## src/rtl/chip8_instruction_core_assert.svh

```systemverilog
// Assertion macros for the CHIP-8 instruction core
`ifndef CHIP8_INSTRUCTION_CORE_ASSERT_SVH
`define CHIP8_INSTRUCTION_CORE_ASSERT_SVH
`ifndef SYNTH
`define C8IC_ASSERT(lbl, prop) \
  lbl: assert property (@(posedge clk) disable iff (rst) prop) \
    else $error("chip8 core check failed");
`define C8IC_ASSERT_NEXT(lbl, ante, cons) \
  lbl: assert property (@(posedge clk) disable iff (rst) (ante) |=> (cons)) \
    else $error("chip8 core sequence check failed");
`else
`define C8IC_ASSERT(lbl, prop)
`define C8IC_ASSERT_NEXT(lbl, ante, cons)
`endif
`endif

```

## src/rtl/c8ic_pkg.sv

```systemverilog
// Shared types, opcodes and tables of the CHIP-8 instruction core
`timescale 1ns / 1ps
package c8ic_pkg;

  localparam int MEM_DEPTH           = 4096;
  localparam int MEM_AW              = 12;
  localparam int STACK_DEPTH_DEFAULT = 16;
  localparam int FONT_LEN            = 80;
  localparam logic [MEM_AW-1:0] START_RESET = 12'h200;

  typedef enum logic [1:0] {
    CMD_EXEC = 2'd0,
    CMD_TICK = 2'd1,
    CMD_LOAD = 2'd2,
    CMD_NONE = 2'd3
  } cmd_t;

  typedef enum logic [1:0] {
    STS_OK    = 2'd0,
    STS_BADOP = 2'd1,
    STS_OVF   = 2'd2,
    STS_UNF   = 2'd3
  } status_t;

  typedef enum logic [3:0] {
    ST_IDLE,
    ST_MISC,
    ST_FETCH_HI,
    ST_FETCH_LO,
    ST_DECODE,
    ST_READ_Y,
    ST_EXEC,
    ST_WR_X,
    ST_BCD_T,
    ST_BCD_O,
    ST_BLK_RD,
    ST_BLK_WR,
    ST_FIN
  } state_t;

  // Major opcode nybbles
  localparam logic [3:0] OPC_SYS  = 4'h0;
  localparam logic [3:0] OPC_JP   = 4'h1;
  localparam logic [3:0] OPC_CALL = 4'h2;
  localparam logic [3:0] OPC_SEI  = 4'h3;
  localparam logic [3:0] OPC_SNEI = 4'h4;
  localparam logic [3:0] OPC_SER  = 4'h5;
  localparam logic [3:0] OPC_LDI  = 4'h6;
  localparam logic [3:0] OPC_ADDI = 4'h7;
  localparam logic [3:0] OPC_ALU  = 4'h8;
  localparam logic [3:0] OPC_SNER = 4'h9;
  localparam logic [3:0] OPC_LDIX = 4'hA;
  localparam logic [3:0] OPC_JPV0 = 4'hB;
  localparam logic [3:0] OPC_RND  = 4'hC;
  localparam logic [3:0] OPC_DRW  = 4'hD;
  localparam logic [3:0] OPC_KEY  = 4'hE;

  // ALU sub-operations of 8XYN
  localparam logic [3:0] ALU_MOV = 4'h0;
  localparam logic [3:0] ALU_OR  = 4'h1;
  localparam logic [3:0] ALU_AND = 4'h2;
  localparam logic [3:0] ALU_XOR = 4'h3;
  localparam logic [3:0] ALU_ADD = 4'h4;
  localparam logic [3:0] ALU_SUB = 4'h5;
  localparam logic [3:0] ALU_SHR = 4'h6;
  localparam logic [3:0] ALU_RSB = 4'h7;
  localparam logic [3:0] ALU_SHL = 4'hE;

  // Low-byte sub-operations
  localparam logic [7:0] NN_CLS   = 8'hE0;
  localparam logic [7:0] NN_RET   = 8'hEE;
  localparam logic [7:0] NN_SKP   = 8'h9E;
  localparam logic [7:0] NN_SKNP  = 8'hA1;
  localparam logic [7:0] NN_GDT   = 8'h07;
  localparam logic [7:0] NN_WKEY  = 8'h0A;
  localparam logic [7:0] NN_SDT   = 8'h15;
  localparam logic [7:0] NN_SST   = 8'h18;
  localparam logic [7:0] NN_ADDIX = 8'h1E;
  localparam logic [7:0] NN_FONT  = 8'h29;
  localparam logic [7:0] NN_BCD   = 8'h33;
  localparam logic [7:0] NN_STORE = 8'h55;
  localparam logic [7:0] NN_LOAD  = 8'h65;

  localparam logic [7:0] FONT [FONT_LEN] = '{
    8'hF0, 8'h90, 8'h90, 8'h90, 8'hF0, 8'h20, 8'h60, 8'h20, 8'h20, 8'h70,
    8'hF0, 8'h10, 8'hF0, 8'h80, 8'hF0, 8'hF0, 8'h10, 8'hF0, 8'h10, 8'hF0,
    8'h90, 8'h90, 8'hF0, 8'h10, 8'h10, 8'hF0, 8'h80, 8'hF0, 8'h10, 8'hF0,
    8'hF0, 8'h80, 8'hF0, 8'h90, 8'hF0, 8'hF0, 8'h10, 8'h20, 8'h40, 8'h40,
    8'hF0, 8'h90, 8'hF0, 8'h90, 8'hF0, 8'hF0, 8'h90, 8'hF0, 8'h10, 8'hF0,
    8'hF0, 8'h90, 8'hF0, 8'h90, 8'h90, 8'hE0, 8'h90, 8'hE0, 8'h90, 8'hE0,
    8'hF0, 8'h80, 8'h80, 8'h80, 8'hF0, 8'hE0, 8'h90, 8'h90, 8'h90, 8'hE0,
    8'hF0, 8'h80, 8'hF0, 8'h80, 8'hF0, 8'hF0, 8'h80, 8'hF0, 8'h80, 8'h80
  };

  typedef struct packed {
    logic              we;
    logic [MEM_AW-1:0] waddr;
    logic [7:0]        wdata;
    logic [MEM_AW-1:0] raddr;
  } pm_req_t;

endpackage

```

## src/rtl/c8ic_rf.sv

```systemverilog
// Register file: V0..VF followed by the return stack, one write and one read port
`timescale 1ns / 1ps
module c8ic_rf #(
  parameter int STACK_DEPTH = c8ic_pkg::STACK_DEPTH_DEFAULT,
  localparam int RF_DEPTH   = 16 + STACK_DEPTH,
  localparam int RF_AW      = $clog2(RF_DEPTH)
) (
  input  logic             clk,
  input  logic             rst,
  input  logic             we,
  input  logic [RF_AW-1:0] waddr,
  input  logic [11:0]      wdata,
  input  logic [RF_AW-1:0] raddr,
  output logic [11:0]      rdata
);

  logic [11:0]         mem [RF_DEPTH];
  logic [RF_DEPTH-1:0] valid;

  // Entries never written read as zero
  always_ff @(posedge clk) begin
    if (rst) begin
      valid <= '0;
    end else if (we) begin
      valid[waddr] <= 1'b1;
    end
  end

  always_ff @(posedge clk) begin
    if (we) begin
      mem[waddr] <= wdata;
    end
    rdata <= valid[raddr] ? mem[raddr] : 12'h000;
  end

endmodule
```

## config.mk

```make
export PLATFORM = sky130hd
export DESIGN_NAME = c8ic_rf
export DESIGN_NICKNAME = d
export VERILOG_FILES = /design/src/rtl/chip8_instruction_core_assert.svh /design/src/rtl/c8ic_pkg.sv /design/src/rtl/c8ic_rf.sv
export SDC_FILE = /design/constraint.sdc
export NUM_CORES = 1
export LEC_CHECK = 0
export BUFFER_PORTS_ARGS = -buffer_cell sky130_fd_sc_hd__buf_4
export CORE_MARGIN = 2
export CORE_UTILIZATION = 45
export DETAILED_ROUTE_END_ITERATION = 10
export GPL_TIMING_DRIVEN = 0
export PLACE_DENSITY_LB_ADDON = 0.1
export SLEW_MARGIN = 25
export SYNTH_ARGS = -nofsm -noshare
export SYNTH_HDL_FRONTEND = slang
export SYNTH_SLANG_ARGS = --single-unit
```

## constraint.sdc

```tcl
create_clock -name clk -period 4.82 [get_ports clk]
set_input_delay 0.964 -clock clk [delete_from_list [all_inputs] [get_ports clk]]
set_output_delay 0.964 -clock clk [all_outputs]
set_load 0.01 [all_outputs]
```

==> impl_metrics.ini <==
[outcome]
status = completed

[sta]
maxSlewHeadroom_pct = 38.21
setup_viol = 0
fmax_mhz = 370.3
drv_slew = 0
period_minus_slack_ns = 2.701
timing_worst_slew_pin_value_ns = 0.9258
finClkSkew_ns = 0.01201
rsz0062_at_grt = no
tns_ns = 0
finalHoldViolCount = 0
fin_crit_sh_pct = 56.03
setup_ws_ns = 2.119

[floorplan]
die-width_um = 196.5
start_util_pct = 45.65
core_area_sq_um = 36520
die_area_sq_um = 38600
rows = 70
io_pins = 37
dieHeight_um = 196.5

[synthesis]
synth_area_sq_um = 16670
postSynthCellCount = 883
yosysWarnings = 0
synth.area.top_cells = edfxtp_1 (69%), mux4_2 (7.0%), mux2i_1 (6.1%), dfxtp_1 (5.3%), nor2_1 (2.2%)
seq_area_frac_synth_pct = 74.45
ys_ff_latch = 428
synth-main-ff-cell = edfxtp_1
synth_edf_count = 384
synth_area_per_cell_sq_um = 18.88
synth.net_count = 908
asyncSetResetFlopFracSynth_pct = 0
synth_top_area_share_pct = 69.16
yosys.area.top_type = edfxtp_1
yosysUniqueCellTypes = 38

[min_path]
min_path_cells = 2
hp-class = reg -> reg
min_from = valid[13]
worst_hold_path.endpoint = valid[13]

[setup_path]
r2r_start = valid[13]
end_kind = register
cp_max_fo = 10
reg2reg_slack_ns = 2.93
critical_path_class = in -> reg
cp_data_required_time_ns = 5.30
cp_data_arrival_time_ns = 3.19
startpoint_type = primary input
rr_endpoint = rdata[1]
reg2regPathDepth = 6

[power_and_ir_drop]
leakage_nw = 6.369
pwr-share-clk_pct = 41.3
p_sw_share_pct = 21.42
ir_drop_mv = 0.2949
power_density_nw_per_um2 = 409.3
combPwrFrac_pct = 5.9
pwr-share-seq_pct = 52.8
p_int_mw = 6.103
power.switching_mw = 1.664

[global_routing]
top_usage_layer = met1
use_met1_pct = 32.13
grt_max_degree = 33
gr-usage-met2_pct = 29.84
use_met3_pct = 2.943
antenna_found_initial = 0
grt_pass1_wl_mm = 56.69
grt-ovfl-total = 0
track_usage_pct = 20.58
first_global_vias = 8303

[placement]
hpwl_mm = 25.10
post-place-ws_ns = 1.610
numPortBuffers = 35
place_congestion = 0.9626

[detailed_routing]
ant_nets = 0
drt_iter0_markers = 793
wire_per_inst_um = 26.37
vias = 8397
dr.pass1.iters = 5
drc = 0
totalWireLength_mm = 38.71
viasPerCell = 5.720

[clocking]
cts_hold_buf = 0
root_buffer = clkbuf_16
cts_setup_buffers = 0
cts_tree = built
clkSinkCount = 428
clk_latency_ns = 0.55
cts_resized = 0
cts_buffers = 44
clk_path_buf_depth = 3
clkTransAtPathRegs_ns = 0.06
htreeDepth = 2

[job]
maxCapViolations = 0

[cells_and_area]
layout.nets = 989
layout-drive-gt1-share_pct = 24.05
area.growth.synth_to_final_pct = 13.83
[flip-flops by register name, summed over array words and instances (netlist names)]
| signal | count |
|---|---|
| rdata | 12 |
| mem | 384 |
| valid | 32 |
[cells in the mapped netlist, types with 2 or more instances]
| library cell | number |
|---|---|
| a221oi_1 | 27 |
| a221oi_2 | 21 |
| a22oi_1 | 12 |
| a311oi_1 | 2 |
| buf_1 | 6 |
| buf_2 | 9 |
| buf_4 | 3 |
| buf_6 | 10 |
| buf_8 | 5 |
| clkbuf_1 | 18 |
| dfxtp_1 | 44 |
| edfxtp_1 | 384 |
| mux2i_1 | 101 |
| mux4_2 | 52 |
| nand2_1 | 2 |
| nand3_1 | 15 |
| nand3b_1 | 6 |
| nor2_1 | 99 |
| o211a_1 | 12 |
| o21a_1 | 12 |
| o21ai_0 | 12 |
| o32a_1 | 12 |
| or3_1 | 2 |
| or3b_2 | 3 |
[how the worst max path moves through the flow]
stage              from         to  slack, ns  depth (start not counted)
6_report       raddr[2]   rdata[4]       2.12                          7
4_1_cts        raddr[2]   rdata[4]       2.19                          7
3_3_place_gp   waddr[0]  mem[8][3]       1.46                          4
3_5_place_dp   raddr[2]   rdata[4]       1.61                          7
5_1_grt        raddr[2]   rdata[4]       2.05                          7
2_1_floorplan  waddr[0]  mem[0][0]       2.26                          3
[critical path: stages]
cell	delay, ns
buf_4	0.11
clkbuf_1	0.40
nor2_1	0.20
clkbuf_1	0.30
a221oi_1	0.64
o32a_1	0.37
o211a_1	0.19
[cell families after synthesis]
group	count (synthesis)	synth area share, %
compound gates	112	6.469
buf+inv	53	2.116
flops	428	74.45
mux	156	13.38
simple gates	134	3.587
[power by group through the flow]
stage / combinational (mW) / clock (mW) / sequential, mW
after floorplan: 0.252 / 0 / 4.18
after global placement: 0.456 / 0 / 4.18
after detailed placement: 0.465 / 0 / 4.18
after CTS: 0.466 / 3.26 / 4.10
after global routing: 0.490 / 3.42 / 4.10
final: 0.462 / 3.21 / 4.10
[layout by cell type (no fill, tap or decap), types with 15 or more instances in the layout]
| cell | synthesis | routed |
|---|---|---|
| edfxtp_1 | 384 | 384 |
| mux2i_1 | 101 | 101 |
| nor2_1 | 99 | 67 |
| mux4_2 | 52 | 52 |
| clkbuf_16 | 0 | 46 |
| dfxtp_1 | 44 | 44 |
| buf_4 | 3 | 38 |
| nor2_2 | 0 | 32 |
| clkbuf_1 | 18 | 28 |
| a221oi_1 | 27 | 27 |
| a221oi_2 | 21 | 21 |
| nand3_1 | 15 | 15 |
[routing by layer]
metal	up-vias	part of all wire, %
met5	-	0
met4	0	2.6
met3	51	4.9
met2	230	44
met1	4350	49
li1	3766	-
[through the flow]
stage          cells  instance area (sq um)  total power, mW  util [%]  hold WS (ns)
2_1_floorplan    883                  16670            4.432         -        0.4316
3_3_place_gp    1386                  17520            4.634     47.97        0.4452
3_5_place_dp    1386                  17600            4.644     48.19        0.4557
4_1_cts         1466                  18970            7.828     51.95        0.4694
5_1_grt         1466                  18970            8.016     51.95        0.4882
6_report        1468                  18980            7.767     51.96        0.4593
[area by class of cell]
| type | count | area, sq um |
|---|---|---|
| diodes | 2 | 5.005 |
| plain buffers | 51 | 345.3 |
| clock buffers | 63 | 1285 |
| clock inverters | 17 | 87.58 |
| fillers | 2909 | 17540 |
| inverters | 2 | 7.507 |
| multi-input cells | 402 | 3988 |
| flip-flops and latches | 428 | 12410 |
| well taps | 468 | 585.6 |
| repair buffers | 35 | 262.8 |
No activity file was read; power rests on OpenSTA's default activity.
